## config.mk

```make
export PLATFORM = sky130hd
export DESIGN_NAME = gbef_pixmul
export DESIGN_NICKNAME = d
export VERILOG_FILES = /design/src/sv/gbef_pkg.sv /design/src/sv/gbef_pixmul.sv
export SDC_FILE = /design/constraint.sdc
export NUM_CORES = 1
export LEC_CHECK = 0
export BUFFER_PORTS_ARGS = -buffer_cell sky130_fd_sc_hd__buf_2
export CORE_MARGIN = 2
export CORE_UTILIZATION = 55
export DETAILED_ROUTE_END_ITERATION = 10
export GPL_TIMING_DRIVEN = 0
export PLACE_DENSITY = 0.82
export SYNTH_ARGS = -nofsm -noshare
export SYNTH_HDL_FRONTEND = slang
export SYNTH_SLANG_ARGS = --single-unit
```

## constraint.sdc

```tcl
create_clock -name vclk -period 3.14
set_input_delay 0.157 -clock vclk [all_inputs]
set_output_delay 0.157 -clock vclk [all_outputs]
set_load 0.005 [all_outputs]
```

## src/sv/gbef_pkg.sv

```systemverilog
`timescale 1ns / 1ps

package gbef_pkg;

  // default map size
  localparam int DEF_MAX_COLS = 64;
  localparam int DEF_MAX_ROWS = 64;

  // field widths
  localparam int COORD_W    = 6;
  localparam int GRID_W     = 7;
  localparam int TSIZE_W    = 9;
  localparam int PIX_W      = 14;
  localparam int VAL_W      = 16;
  localparam int DIR_W      = 2;
  localparam int CNT_W      = 11;
  localparam int WADDR_W    = 21;
  localparam int S_TDATA_W  = 32;
  localparam int M_TDATA_W  = 32;
  localparam int CFG_IDX_W  = 2;
  localparam int CFG_DATA_W = 9;

  localparam logic [PIX_W-1:0]        PIX_MAX    = '1;
  localparam logic signed [VAL_W-1:0] TILE_EMPTY = -16'sd1;

  // request kinds
  localparam logic REQ_STORE   = 1'b0;
  localparam logic REQ_EXAMINE = 1'b1;

  // register indexes
  localparam logic [CFG_IDX_W-1:0] REG_GRID_COLS = 2'd0;
  localparam logic [CFG_IDX_W-1:0] REG_GRID_ROWS = 2'd1;
  localparam logic [CFG_IDX_W-1:0] REG_TILE_W    = 2'd2;
  localparam logic [CFG_IDX_W-1:0] REG_TILE_H    = 2'd3;

  // map probe steps
  localparam logic [2:0] STEP_CENTRE = 3'd0;
  localparam logic [2:0] STEP_UP     = 3'd1;
  localparam logic [2:0] STEP_RIGHT  = 3'd2;
  localparam logic [2:0] STEP_DOWN   = 3'd3;
  localparam logic [2:0] STEP_LEFT   = 3'd4;

  // edge directions
  localparam logic [DIR_W-1:0] DIR_UP    = 2'd0;
  localparam logic [DIR_W-1:0] DIR_RIGHT = 2'd1;
  localparam logic [DIR_W-1:0] DIR_DOWN  = 2'd2;
  localparam logic [DIR_W-1:0] DIR_LEFT  = 2'd3;

  // cell position status from the probe unit
  typedef struct packed {
    logic       in_grid;
    logic       in_map;
    logic [3:0] border;
  } probe_t;

endpackage

```

## src/sv/gbef_pixmul.sv

```systemverilog
`timescale 1ns / 1ps

module gbef_pixmul (
  input  logic [gbef_pkg::COORD_W-1:0] coord,
  input  logic [gbef_pkg::TSIZE_W-1:0] tsize,
  output logic [gbef_pkg::PIX_W-1:0]   pix
);

  import gbef_pkg::*;

  localparam int PROD_W = COORD_W + TSIZE_W;

  logic [PROD_W-1:0] prod;

  assign prod = PROD_W'(coord) * PROD_W'(tsize);

  // saturate to the pixel range
  assign pix = (prod > PROD_W'(PIX_MAX)) ? PIX_MAX : prod[PIX_W-1:0];

endmodule

```

==> metrics.md <==
| Metric | Value |
|---|---|
| Outcome | finished with violations |
| Failing checks | negative setup slack |
| Max VDD drop | 0.324 mV |
| Max Fclk | 0.276 GHz |
| P_leak | 1.24 nW |
| Non-filler cells, final | 317 |
| Yosys cell types | 36 |
| Setup CP Type | in2out |
| Grt total ovfl | 0 |
| Final setup margin | -0.479 ns |
| Setup crit end kind | output port |
| Pwr/cell area | 498 mW/mm^2 |
| Die H | 62.4 um |
| Synth Cell Area | 0.00187 mm^2 |
| Syn nets | 291 |
| Largest net degree at the start of global routing | 11 |
| Floorplan die width | 62.4 um |
| Initial antenna violation count | 0 |
| Port Buffers | 29 |
| Slew @ Worst Pin | 0.381 ns |
| Critical path fanouts, max | 7 |
| Dpl hpwl | 3.44 mm |
| ANT cells | 0 |
| Total Routed Length | 4.64 mm |
| Synth Warn # | 0 |
| Area grow syn2layout | 35.2% |
| First-pass GRT wire length | 7.89 mm |
| Most frequent cells in the layout | 37 x inv_1, 28 x and2_1, 28 x fa_1, 18 x buf_2, 17 x ha_1 |
| Antenna-violating nets left | 0 |
| Worst hold-check path type | in2out |
| Drt pass-1 iters | 4 |
| # DRC | 0 |
| Vias after detailed routing | 1751 |
| Final net count | 340 |
| Max-slew violations | 0 |
| Crit path DAT | 3.46 ns |
| Clock buf count | 0 |
| Wire per inst | 14.6 um |
| Synthesized instance count | 224 |
| Final Hold Vio Count | 0 |
| Most common cell after layout, fill and taps aside | inv_1 |
| RSZ-0062 raised after global routing | true |
| Reg area | 0 um^2 |
| Post-Syn Area per Cell | 8.37 um^2 |
| Sequential cell count | 0 |
| Post-Place Cells | 299 |
| Post-CTS Hold Buffers | 0 |
| Crit share post-route | 1.15 |
| 1st-iter DRT viols | 109 |
| CP Data Required Time | 2.98 ns |
| Core area | 0.00331 mm^2 |
| GRT Util Overall | 0.244 |
| Final setup viols | 14 |
| Area taken by multi-input logic gates | 0.00189 mm^2 |
| Top Ports | 29 |
| Seq/Total Area, Yosys | 0 |
| Starting Density | 0.566 |
| Max Cap Violations | 0 |
| Routability cong. | 0.803 |
| Layout cell share with drive strength beyond 1 | 0.347 |
| Final min period | 3.62 ns |
| Final Util | 0.765 |
| # fillers | 246 |
| Slew HR | 0.746 |
| Die ar. | 0.00389 mm^2 |
| Critical Path Source Type | input port |
| Row cnt | 21 |
| Number of global-route vias before repair | 1779 |
| Vias per std cell | 5.52 |
-- path summary, 6_finish.rpt --
check,start,cells past startpoint,end
setup / recovery,coord[5],16,pix[7]
hold / removal,coord[0],4,pix[0]
-- metal layers --
metal  part of all wire  up-vias  wire length [um]  global-route usage
li1                   -      842                 -                   -
met1               0.43      873              1980               0.312
met2               0.55       32              2570               0.484
met3              0.013        4                61             0.00541
met4             0.0060        0                28             0.00556
met5                  0        -                 0                   0
-- cell families (layout without fill, tap and decap cells) --
kind of cell,Yosys count,after routing,synth area share
simple gates,83,83,0.264
fa+ha+maj,52,52,0.463
buf+inv,47,94,0.108
compound gates,36,36,0.136
xor+xnor,6,6,0.0280
-- report_power, final --
part	internal [mW]	switching [mW]	total (mW)
combinational	0.638	0.623	1.26
clock	0	0	0
sequential	0	0	0
-- repair_timing --
action	4_1_cts	5_1_grt
endpoints found under the setup margin	14	14
pin swaps	36	19
cloned	2	0
gates resized for setup	39	22
setup buffers	13	3
-- area by class of cell --
type,count,share of cell area
plain buffers,3,0.0148
inverters,44,0.0652
multi-input cells,177,0.747
well taps,46,0.0227
repair buffers,47,0.150
-- per-stage QoR --
step | cell area (um^2) | power (mW) | worst slack (ns) | hold slack, ns | TNS [ns]
after global routing | 2530 | 1.39 | -0.599 | 0.704 | -7.79
final | 2530 | 1.26 | -0.479 | 0.696 | -6.11
after detailed placement | 2200 | 1.05 | -0.561 | 0.714 | -7.34
after floorplan | 2000 | 0.771 | -0.120 | 0.429 | -1.04
after CTS | 2440 | 1.19 | -0.482 | 0.695 | -6.37
after global placement | 2200 | 1.02 | -0.509 | 0.707 | -6.61
-- cells in the mapped netlist (all sizes together) --
| cell type | number | area [um^2] |
|---|---|---|
| a2111oi | 1 | 8.76 |
| a211o | 1 | 10.0 |
| a211oi | 1 | 7.51 |
| a21boi | 2 | 15.0 |
| a21o | 4 | 32.5 |
| a21oi | 10 | 50.1 |
| a41oi | 1 | 8.76 |
| and2 | 41 | 257 |
| and3 | 1 | 6.26 |
| and3b | 1 | 8.76 |
| and4 | 3 | 28.8 |
| buf | 1 | 11.3 |
| clkbuf | 1 | 13.8 |
| dlymetal6s2s | 1 | 12.5 |
| fa | 29 | 581 |
| ha | 23 | 288 |
| inv | 44 | 165 |
| nand2 | 16 | 60.1 |
| nand3 | 2 | 10.0 |
| nand4 | 7 | 43.8 |
| nand4b | 5 | 43.8 |
| nor2 | 3 | 11.3 |
| nor3 | 2 | 10.0 |
| nor3b | 1 | 7.51 |
| nor4b | 1 | 8.76 |
| o2111ai | 3 | 26.3 |
| o211ai | 4 | 35.0 |
| o21a | 4 | 30.0 |
| o21ai | 4 | 23.8 |
| o21bai | 1 | 7.51 |
| xnor2 | 1 | 8.76 |
| xor2 | 5 | 43.8 |
-- critical path, stage by stage --
cell and delay [ns]:
buf_12 0.11, and2_4 0.15, fa_1 0.49, fa_1 0.49
inv_1 0.04, fa_1 0.50, inv_2 0.05, ha_4 0.27
a21o_4 0.12, a21oi_2 0.06, o21a_1 0.19, buf_4 0.14
a211o_4 0.35, buf_6 0.14, nand4_1 0.09, buf_2 0.12
No activity file was read; power rests on OpenSTA's default activity.
