==> src/sv/gbef_pkg.sv <==
`timescale 1ns / 1ps

package gbef_pkg;

  // default map size
  localparam int DEF_MAX_COLS = 64;
  localparam int DEF_MAX_ROWS = 64;

  // field widths
  localparam int COORD_W    = 6;
  localparam int GRID_W     = 7;
  localparam int TSIZE_W    = 9;
  localparam int PIX_W      = 14;
  localparam int VAL_W      = 16;
  localparam int DIR_W      = 2;
  localparam int CNT_W      = 11;
  localparam int WADDR_W    = 21;
  localparam int S_TDATA_W  = 32;
  localparam int M_TDATA_W  = 32;
  localparam int CFG_IDX_W  = 2;
  localparam int CFG_DATA_W = 9;

  localparam logic [PIX_W-1:0]        PIX_MAX    = '1;
  localparam logic signed [VAL_W-1:0] TILE_EMPTY = -16'sd1;

  // request kinds
  localparam logic REQ_STORE   = 1'b0;
  localparam logic REQ_EXAMINE = 1'b1;

  // register indexes
  localparam logic [CFG_IDX_W-1:0] REG_GRID_COLS = 2'd0;
  localparam logic [CFG_IDX_W-1:0] REG_GRID_ROWS = 2'd1;
  localparam logic [CFG_IDX_W-1:0] REG_TILE_W    = 2'd2;
  localparam logic [CFG_IDX_W-1:0] REG_TILE_H    = 2'd3;

  // map probe steps
  localparam logic [2:0] STEP_CENTRE = 3'd0;
  localparam logic [2:0] STEP_UP     = 3'd1;
  localparam logic [2:0] STEP_RIGHT  = 3'd2;
  localparam logic [2:0] STEP_DOWN   = 3'd3;
  localparam logic [2:0] STEP_LEFT   = 3'd4;

  // edge directions
  localparam logic [DIR_W-1:0] DIR_UP    = 2'd0;
  localparam logic [DIR_W-1:0] DIR_RIGHT = 2'd1;
  localparam logic [DIR_W-1:0] DIR_DOWN  = 2'd2;
  localparam logic [DIR_W-1:0] DIR_LEFT  = 2'd3;

  // cell position status from the probe unit
  typedef struct packed {
    logic       in_grid;
    logic       in_map;
    logic [3:0] border;
  } probe_t;

endpackage

==> src/sv/gbef_probe.sv <==
`timescale 1ns / 1ps

module gbef_probe #(
  parameter int MAX_COLS = 64,
  parameter int MAX_ROWS = 64,
  parameter int ADDR_W   = 12
) (
  input  logic [gbef_pkg::COORD_W-1:0] col,
  input  logic [gbef_pkg::COORD_W-1:0] row,
  input  logic [2:0]                   sel,
  input  logic [gbef_pkg::GRID_W-1:0]  grid_cols,
  input  logic [gbef_pkg::GRID_W-1:0]  grid_rows,
  output logic [ADDR_W-1:0]            addr,
  output gbef_pkg::probe_t             status
);

  import gbef_pkg::*;

  logic [GRID_W-1:0]  col_x;
  logic [GRID_W-1:0]  row_x;
  logic [GRID_W-1:0]  col_inc;
  logic [GRID_W-1:0]  row_inc;
  logic [GRID_W-1:0]  ncol;
  logic [GRID_W-1:0]  nrow;
  logic [WADDR_W-1:0] addr_wide;

  assign col_x   = {1'b0, col};
  assign row_x   = {1'b0, row};
  assign col_inc = col_x + GRID_W'(1);
  assign row_inc = row_x + GRID_W'(1);

  // below both the grid in use and the map size
  function automatic logic lt_cols(input logic [GRID_W-1:0] a, input logic [GRID_W-1:0] lim);
    lt_cols = (a < lim) && (CNT_W'(a) < CNT_W'(MAX_COLS));
  endfunction

  function automatic logic lt_rows(input logic [GRID_W-1:0] a, input logic [GRID_W-1:0] lim);
    lt_rows = (a < lim) && (CNT_W'(a) < CNT_W'(MAX_ROWS));
  endfunction

  always_comb begin
    status.in_grid           = lt_cols(col_x, grid_cols) && lt_rows(row_x, grid_rows);
    status.in_map            = (CNT_W'(col_x) < CNT_W'(MAX_COLS)) &&
                               (CNT_W'(row_x) < CNT_W'(MAX_ROWS));
    status.border[DIR_UP]    = (row == '0);
    status.border[DIR_RIGHT] = !lt_cols(col_inc, grid_cols);
    status.border[DIR_DOWN]  = !lt_rows(row_inc, grid_rows);
    status.border[DIR_LEFT]  = (col == '0);
  end

  // neighbour coordinates; a wrapped value only happens on a border side
  always_comb begin
    unique case (sel)
      STEP_UP: begin
        ncol = col_x;
        nrow = row_x - GRID_W'(1);
      end
      STEP_RIGHT: begin
        ncol = col_inc;
        nrow = row_x;
      end
      STEP_DOWN: begin
        ncol = col_x;
        nrow = row_inc;
      end
      STEP_LEFT: begin
        ncol = col_x - GRID_W'(1);
        nrow = row_x;
      end
      default: begin
        ncol = col_x;
        nrow = row_x;
      end
    endcase
  end

  assign addr_wide = WADDR_W'(nrow) * WADDR_W'(MAX_COLS) + WADDR_W'(ncol);
  assign addr      = addr_wide[ADDR_W-1:0];

endmodule

==> config.mk <==
export PLATFORM = sky130hd
export DESIGN_NAME = gbef_probe
export DESIGN_NICKNAME = d
export VERILOG_FILES = /design/src/sv/gbef_pkg.sv /design/src/sv/gbef_probe.sv
export SDC_FILE = /design/constraint.sdc
export NUM_CORES = 1
export LEC_CHECK = 0
export ABC_CLOCK_PERIOD_IN_PS = 7000
export BUFFER_PORTS_ARGS = -buffer_cell sky130_fd_sc_hd__buf_2
export CAP_MARGIN = 15
export CORE_MARGIN = 5
export CORE_UTILIZATION = 59
export DETAILED_ROUTE_END_ITERATION = 8
export PLACE_DENSITY = 0.95
export SETUP_SLACK_MARGIN = 0.5
export SYNTH_ARGS = -nofsm -noshare
export SYNTH_HDL_FRONTEND = slang
export SYNTH_SLANG_ARGS = --single-unit
==> constraint.sdc <==
create_clock -name vclk -period 7
set_clock_uncertainty 0.1 [all_clocks]
set_input_delay 1.4 -clock vclk [all_inputs]
set_output_delay 1.4 -clock vclk [all_outputs]
set_load 0.02 [all_outputs]
==> run_summary.xml, run 1 <==
<?xml version="1.0" encoding="UTF-8"?>
<metrics>
  <group name="final_layout">
    <metric name="mostFrequentLayoutCell" unit="">buf_2</metric>
    <metric name="layout-drive-gt1-share" unit="%">25.8</metric>
    <metric name="nNetsFinal" unit="">290</metric>
    <metric name="multiInputGateArea" unit="µm²">1310</metric>
    <metric name="num-fill-cells" unit="">204</metric>
    <metric name="final-seq-area" unit="µm²">0</metric>
    <metric name="post_layout_nonfiller_instances" unit="">257</metric>
    <metric name="final_cell_area" unit="µm²">1640</metric>
    <metric name="layout-area-overhead-vs-synth" unit="%">14.6</metric>
    <metric name="n_antenna_cell" unit="">0</metric>
    <metric name="mostFrequentLayoutCells" unit="">buf_2 (46), ha_1 (30), nand2_1 (18), inv_1 (17), a21oi_1 (14)</metric>
    <metric name="clock_buffer_count" unit="">0</metric>
    <metric name="sequential_cell_total" unit="">0</metric>
  </group>
  <group name="pwr">
    <metric name="irDropWorstVdd" unit="mV">0.0368</metric>
    <metric name="p_int" unit="µW">41.2</metric>
    <metric name="power_frac_seq" unit="%">0</metric>
    <metric name="total_switching_power" unit="µW">59.4</metric>
    <metric name="power.density_cell_area" unit="nW/µm²">61.3</metric>
    <metric name="power.combinational.fraction" unit="%">100.0</metric>
    <metric name="clkPwrFrac" unit="%">0</metric>
    <metric name="netSwitchingFraction" unit="%">59.0</metric>
    <metric name="cellLeakagePower" unit="µW">0.000836</metric>
  </group>
  <group name="sta">
    <metric name="max_freq" unit="MHz">193</metric>
    <metric name="fin_crit_sh" unit="%">73.9</metric>
    <metric name="hold_ws" unit="ns">3.06</metric>
    <metric name="post-route-worst-setup-slack" unit="ns">1.82</metric>
    <metric name="tns" unit="ns">0</metric>
    <metric name="slew_viol_final" unit="">0</metric>
    <metric name="grt_setup_unrepaired" unit="">false</metric>
    <metric name="setup_viol_count_final" unit="">0</metric>
    <metric name="finalHoldViolCount" unit="">0</metric>
    <metric name="final_period_minus_worst_setup_slack" unit="ns">5.18</metric>
  </group>
  <group name="clock_network">
    <metric name="cts.repair_timing.setup_buffer_count" unit="">0</metric>
    <metric name="cts_hold_buffers" unit="">0</metric>
    <metric name="cts_resized" unit="">0</metric>
  </group>
  <group name="floorplanning">
    <metric name="initial_utilization" unit="%">63.5</metric>
    <metric name="design.core.area" unit="µm²">2250</metric>
    <metric name="die_height" unit="µm">59.3</metric>
    <metric name="design.portCount" unit="">47</metric>
    <metric name="fp-row-count" unit="">17</metric>
    <metric name="design.die.area" unit="µm²">3510</metric>
    <metric name="die_width" unit="µm">59.3</metric>
  </group>
  <group name="drt">
    <metric name="wl_per_cell" unit="µm">12.8</metric>
    <metric name="drt_pre_antenna_iters" unit="">4</metric>
    <metric name="route.detailed.vias_per_inst" unit="">5.84</metric>
    <metric name="ant_nets" unit="">0</metric>
    <metric name="via_count" unit="">1501</metric>
    <metric name="route.detailed.drc" unit="">0</metric>
    <metric name="finalWirelength" unit="µm">3300</metric>
    <metric name="drt-initial-drc-count" unit="">60</metric>
  </group>
  <group name="placed_design">
    <metric name="detailed_place_hpwl" unit="µm">2810</metric>
    <metric name="placed_cell_areas" unit="µm²">1640</metric>
    <metric name="placement.io_buffers" unit="">46</metric>
    <metric name="placed_cells_incl_taps" unit="">257</metric>
    <metric name="dp_worst_setup_slack" unit="ns">1.84</metric>
    <metric name="place.gp.congestion" unit="">0.853</metric>
  </group>
  <group name="synth">
    <metric name="synth_area_per_cell" unit="µm²">7.46</metric>
    <metric name="ys_seq_area_share" unit="%">0</metric>
    <metric name="syn_inst" unit="">192</metric>
    <metric name="ys.warnings.count" unit="">0</metric>
    <metric name="synth_area" unit="µm²">1430</metric>
    <metric name="synth_nets" unit="">251</metric>
    <metric name="synth_cell_types" unit="">55</metric>
  </group>
  <group name="hold_path">
    <metric name="worstHoldStart" unit="">row[5]</metric>
    <metric name="worstHoldPathType" unit="">in -&gt; out</metric>
  </group>
  <group name="setup_path">
    <metric name="startpoint_type" unit="">input port</metric>
    <metric name="worstPathRequired" unit="ns">5.50</metric>
    <metric name="critical-path-top-delay-family" unit="">compound AO/OA/AOI/OAI gates</metric>
    <metric name="crit_chain" unit="">buf_2 &gt; ha_1 &gt; nand3_1 &gt; nor2_1 &gt; a32o_1 &gt; ha_1 &gt; nand3b_1 &gt; o22ai_1 &gt; mux2i_1 &gt; nand2_1 &gt; o211a_1 &gt; buf_2</metric>
    <metric name="critPathKind" unit="">in -&gt; out</metric>
    <metric name="cp_slowest_cell" unit="">o22ai_1</metric>
    <metric name="cp_data_arrival_time" unit="ns">3.68</metric>
    <metric name="worst_setup_path_startpoint" unit="">col[1]</metric>
    <metric name="maximum_fanout_along_the_worst_path" unit="">6</metric>
    <metric name="cp-end-kind" unit="">output port</metric>
    <metric name="crit_path_max_incr_delay" unit="ns">0.30</metric>
    <metric name="critical_path.n_buffers_inverters" unit="">2</metric>
  </group>
  <group name="global_routing">
    <metric name="globalRoute.totalOverflow" unit="">0</metric>
    <metric name="global_route_wire_length_before_repair" unit="µm">5460</metric>
    <metric name="gr-max-usage-layer" unit="">met2</metric>
    <metric name="grt_start_max_net_pins" unit="">19</metric>
    <metric name="initial_antenna_violation_count" unit="">0</metric>
    <metric name="grtUsageMet3" unit="%">0.218</metric>
    <metric name="vias_in_the_first_global_route" unit="">1346</metric>
    <metric name="grt_util_met2" unit="%">34.6</metric>
    <metric name="groute.layer.met1.usage" unit="%">24.5</metric>
    <metric name="globalRouteTotalUtil" unit="%">18.6</metric>
  </group>
  <group name="outcome">
    <metric name="status" unit="">finished clean</metric>
  </group>
  <group name="flow_run">
    <metric name="max-cap-violations" unit="">0</metric>
  </group>
</metrics>
[through the flow]
stage / utilization [%] / power [µW]
floorplan: - / 71.0
global placement: 72.8 / 97.5
detailed placement: 72.8 / 100
CTS: 72.8 / 101
global route: 72.8 / 112
finish: 72.8 / 101
[final cells by class]
cell class	instances	share of cell area [%]
inverter	17	3.89
timing repair buffer	46	14.0
multi-input combinational	166	80.0
tap	28	2.13
[kinds of logic after synthesis]
group / Yosys count / share of synthesized area, %
other cells: 1 / 0.262
simple gates: 67 / 27.2
buf+inv: 26 / 8.38
mux: 3 / 2.18
xor+xnor: 22 / 14.5
compound gates: 43 / 21.3
fa+ha+maj: 30 / 26.2
[path summary, 6_finish.rpt]
kind	to	slack (ns)	cells after the start
max	addr[9]	1.82	12
min	status[0]	3.06	3
[power groups by stage]
stage,Sequential [µW],Clock (µW),Combinational [µW]
detailed placement,0,0,100
CTS,0,0,101
global route,0,0,112
floorplan,0,0,71.0
global placement,0,0,97.5
finish,0,0,101
[per-layer routing]
metal	vias to the layer above	wire length [µm]
met5	-	0
met4	0	23
met3	2	217
met2	55	1590
met1	679	1460
li1	765	-
[cells in the mapped netlist (2+ instances only)]
library cell,instances,area share (%)
nor4_1,3,1.3
nand4_1,7,3.1
nor2_1,10,2.6
xnor2_1,12,7.3
a21oi_1,14,4.9
xor2_1,8,4.9
or4_1,2,1.0
nand2b_1,4,1.7
o22ai_1,4,1.7
inv_1,17,4.5
buf_2,3,1.0
nand3b_1,2,1.0
and2b_1,2,1.0
mux2i_1,2,1.4
buf_4,3,1.6
o21ai_0,4,1.4
nor3_1,2,0.70
and2_1,2,0.87
xor2_2,2,2.3
o211ai_1,2,1.0
a21o_1,3,1.6
nand2_1,18,4.7
ha_1,30,26
nand3_1,4,1.4
clkbuf_1,2,0.52
[tightest hold or removal path: stages]
cell and delay (ns):
buf_2 0.14, nor3b_1 0.06, buf_2 0.15
(Power assumes the default switching activity.)
==> inputs of run 2 (changes only) <==
ABC_CLOCK_PERIOD_IN_PS = 4780   (was 7000)
CORE_UTILIZATION = 55   (was 59)
clock period = 4.78 ns   (was 7 ns; I/O delays follow)
==> run_summary.xml, run 2 (synthesis results as in run 1) <==
<?xml version="1.0" encoding="UTF-8"?>
<metrics>
  <group name="global_routing">
    <metric name="initial_antenna_violation_count" unit="">0</metric>
    <metric name="globalRoute.totalOverflow" unit="">0</metric>
    <metric name="grtUsageMet3" unit="%">0.419</metric>
    <metric name="groute.layer.met1.usage" unit="%">22.5</metric>
    <metric name="grt_util_met2" unit="%">35.2</metric>
    <metric name="vias_in_the_first_global_route" unit="">1377</metric>
    <metric name="grt_start_max_net_pins" unit="">19</metric>
    <metric name="global_route_wire_length_before_repair" unit="µm">5480</metric>
    <metric name="gr-max-usage-layer" unit="">met2</metric>
    <metric name="globalRouteTotalUtil" unit="%">18.3</metric>
  </group>
  <group name="drt">
    <metric name="wl_per_cell" unit="µm">12.9</metric>
    <metric name="drt_pre_antenna_iters" unit="">4</metric>
    <metric name="route.detailed.vias_per_inst" unit="">5.71</metric>
    <metric name="finalWirelength" unit="µm">3360</metric>
    <metric name="drt-initial-drc-count" unit="">42</metric>
    <metric name="route.detailed.drc" unit="">0</metric>
    <metric name="ant_nets" unit="">0</metric>
    <metric name="via_count" unit="">1484</metric>
  </group>
  <group name="pwr">
    <metric name="power.combinational.fraction" unit="%">100.0</metric>
    <metric name="power_frac_seq" unit="%">0</metric>
    <metric name="irDropWorstVdd" unit="mV">0.0579</metric>
    <metric name="netSwitchingFraction" unit="%">59.2</metric>
    <metric name="cellLeakagePower" unit="µW">0.000844</metric>
    <metric name="total_switching_power" unit="µW">87.7</metric>
    <metric name="clkPwrFrac" unit="%">0</metric>
    <metric name="p_int" unit="µW">60.5</metric>
    <metric name="power.density_cell_area" unit="nW/µm²">89.3</metric>
  </group>
  <group name="hold_path">
    <metric name="holdPathEnd" unit="">status[0]</metric>
    <metric name="worstHoldStart" unit="">row[5]</metric>
    <metric name="worstHoldPathType" unit="">in -&gt; out</metric>
    <metric name="hold_depth" unit="">3</metric>
  </group>
  <group name="outcome">
    <metric name="status" unit="">finished clean</metric>
  </group>
  <group name="sta">
    <metric name="fin_crit_sh" unit="%">87.0</metric>
    <metric name="max_freq" unit="MHz">240</metric>
    <metric name="hold_ws" unit="ns">2.17</metric>
    <metric name="final_period_minus_worst_setup_slack" unit="ns">4.16</metric>
    <metric name="tns" unit="ns">0</metric>
    <metric name="finalHoldViolCount" unit="">0</metric>
    <metric name="slew_viol_final" unit="">0</metric>
    <metric name="grt_setup_unrepaired" unit="">false</metric>
    <metric name="setup_viol_count_final" unit="">0</metric>
  </group>
  <group name="setup_path">
    <metric name="cp-end-kind" unit="">output port</metric>
    <metric name="worstPathRequired" unit="ns">3.72</metric>
    <metric name="worst_setup_path_startpoint" unit="">row[0]</metric>
    <metric name="cp_data_arrival_time" unit="ns">3.10</metric>
    <metric name="startpoint_type" unit="">input port</metric>
    <metric name="critPathKind" unit="">in -&gt; out</metric>
    <metric name="maximum_fanout_along_the_worst_path" unit="">12</metric>
  </group>
  <group name="final_layout">
    <metric name="mostFrequentLayoutCells" unit="">buf_2 (46), ha_1 (30), nand2_1 (18), inv_1 (17), a21oi_1 (14)</metric>
    <metric name="nNetsFinal" unit="">291</metric>
    <metric name="n_antenna_cell" unit="">0</metric>
    <metric name="layout-area-overhead-vs-synth" unit="%">15.9</metric>
    <metric name="mostFrequentLayoutCell" unit="">buf_2</metric>
    <metric name="layout-drive-gt1-share" unit="%">27.0</metric>
    <metric name="clock_buffer_count" unit="">0</metric>
    <metric name="final-seq-area" unit="µm²">0</metric>
    <metric name="sequential_cell_total" unit="">0</metric>
  </group>
  <group name="floorplanning">
    <metric name="die_height" unit="µm">61.0</metric>
    <metric name="design.portCount" unit="">47</metric>
    <metric name="design.die.area" unit="µm²">3730</metric>
    <metric name="die_width" unit="µm">61.0</metric>
    <metric name="design.core.area" unit="µm²">2480</metric>
    <metric name="fp-row-count" unit="">18</metric>
    <metric name="initial_utilization" unit="%">57.8</metric>
  </group>
  <group name="placed_design">
    <metric name="detailed_place_hpwl" unit="µm">2900</metric>
    <metric name="place.gp.congestion" unit="">0.887</metric>
    <metric name="placement.io_buffers" unit="">46</metric>
  </group>
  <group name="flow_run">
    <metric name="max-cap-violations" unit="">0</metric>
  </group>
</metrics>
## run 2: changes by cell type in the layout (fill, tap and decap cells not counted), sizes merged
cell,previous run,this run
buf,46,47
## run 2: cell type report
cell class / count / area (µm²)
multi-input combinational: 166 / 1320
fill: 240 / 817
timing repair buffer: 47 / 238
inverter: 17 / 63.8
tap: 30 / 37.5
## run 2: critical path: stages
cell and delay [ns]:
buf_2 0.20, inv_1 0.13, ha_1 0.36, ha_1 0.28, a21boi_1 0.13, o21a_1 0.17
o211ai_1 0.17, a21oi_1 0.08, or4b_1 0.45, buf_2 0.17
## run 2: per-stage QoR
step	cell area [µm²]	cells	setup WS [ns]	utilization, %	power [µW]
after global routing	1660	260	0.470	67.0	167
after CTS	1640	259	0.519	66.4	148
after detailed placement	1640	259	0.525	66.4	148
after global placement	1640	259	0.610	66.4	143
after floorplan	1430	192	0.832	-	104
final	1660	260	0.621	67.0	148
## run 2: how the worst max path moves through the flow
| stage | endpoint | slack, ns | cells after the start |
|---|---|---|---|
| 6_report | status[2] | 0.62 | 10 |
| 5_1_grt | addr[9] | 0.47 | 12 |
| 4_1_cts | addr[9] | 0.52 | 12 |
| 3_5_place_dp | addr[9] | 0.53 | 12 |
| 3_3_place_gp | addr[9] | 0.61 | 12 |
| 2_1_floorplan | status[2] | 0.83 | 9 |
## run 2: layer usage
layer / vias to the layer above / routed length, µm
met5: - / 0
met4: 0 / 50
met3: 4 / 230
met2: 40 / 1700
met1: 667 / 1380
li1: 773 / -
## run 2: power groups by stage
stage	logic, µW	registers, µW	clock network (µW)
CTS	148	0	0
floorplan	104	0	0
global placement	143	0	0
global route	167	0	0
finish	148	0	0
detailed placement	148	0	0
## run 2: timing repair
item,CTS,global route
resized for setup,0,2
hold buffers,0,0
setup buffers,0,1
endpoints found under the setup margin,0,1
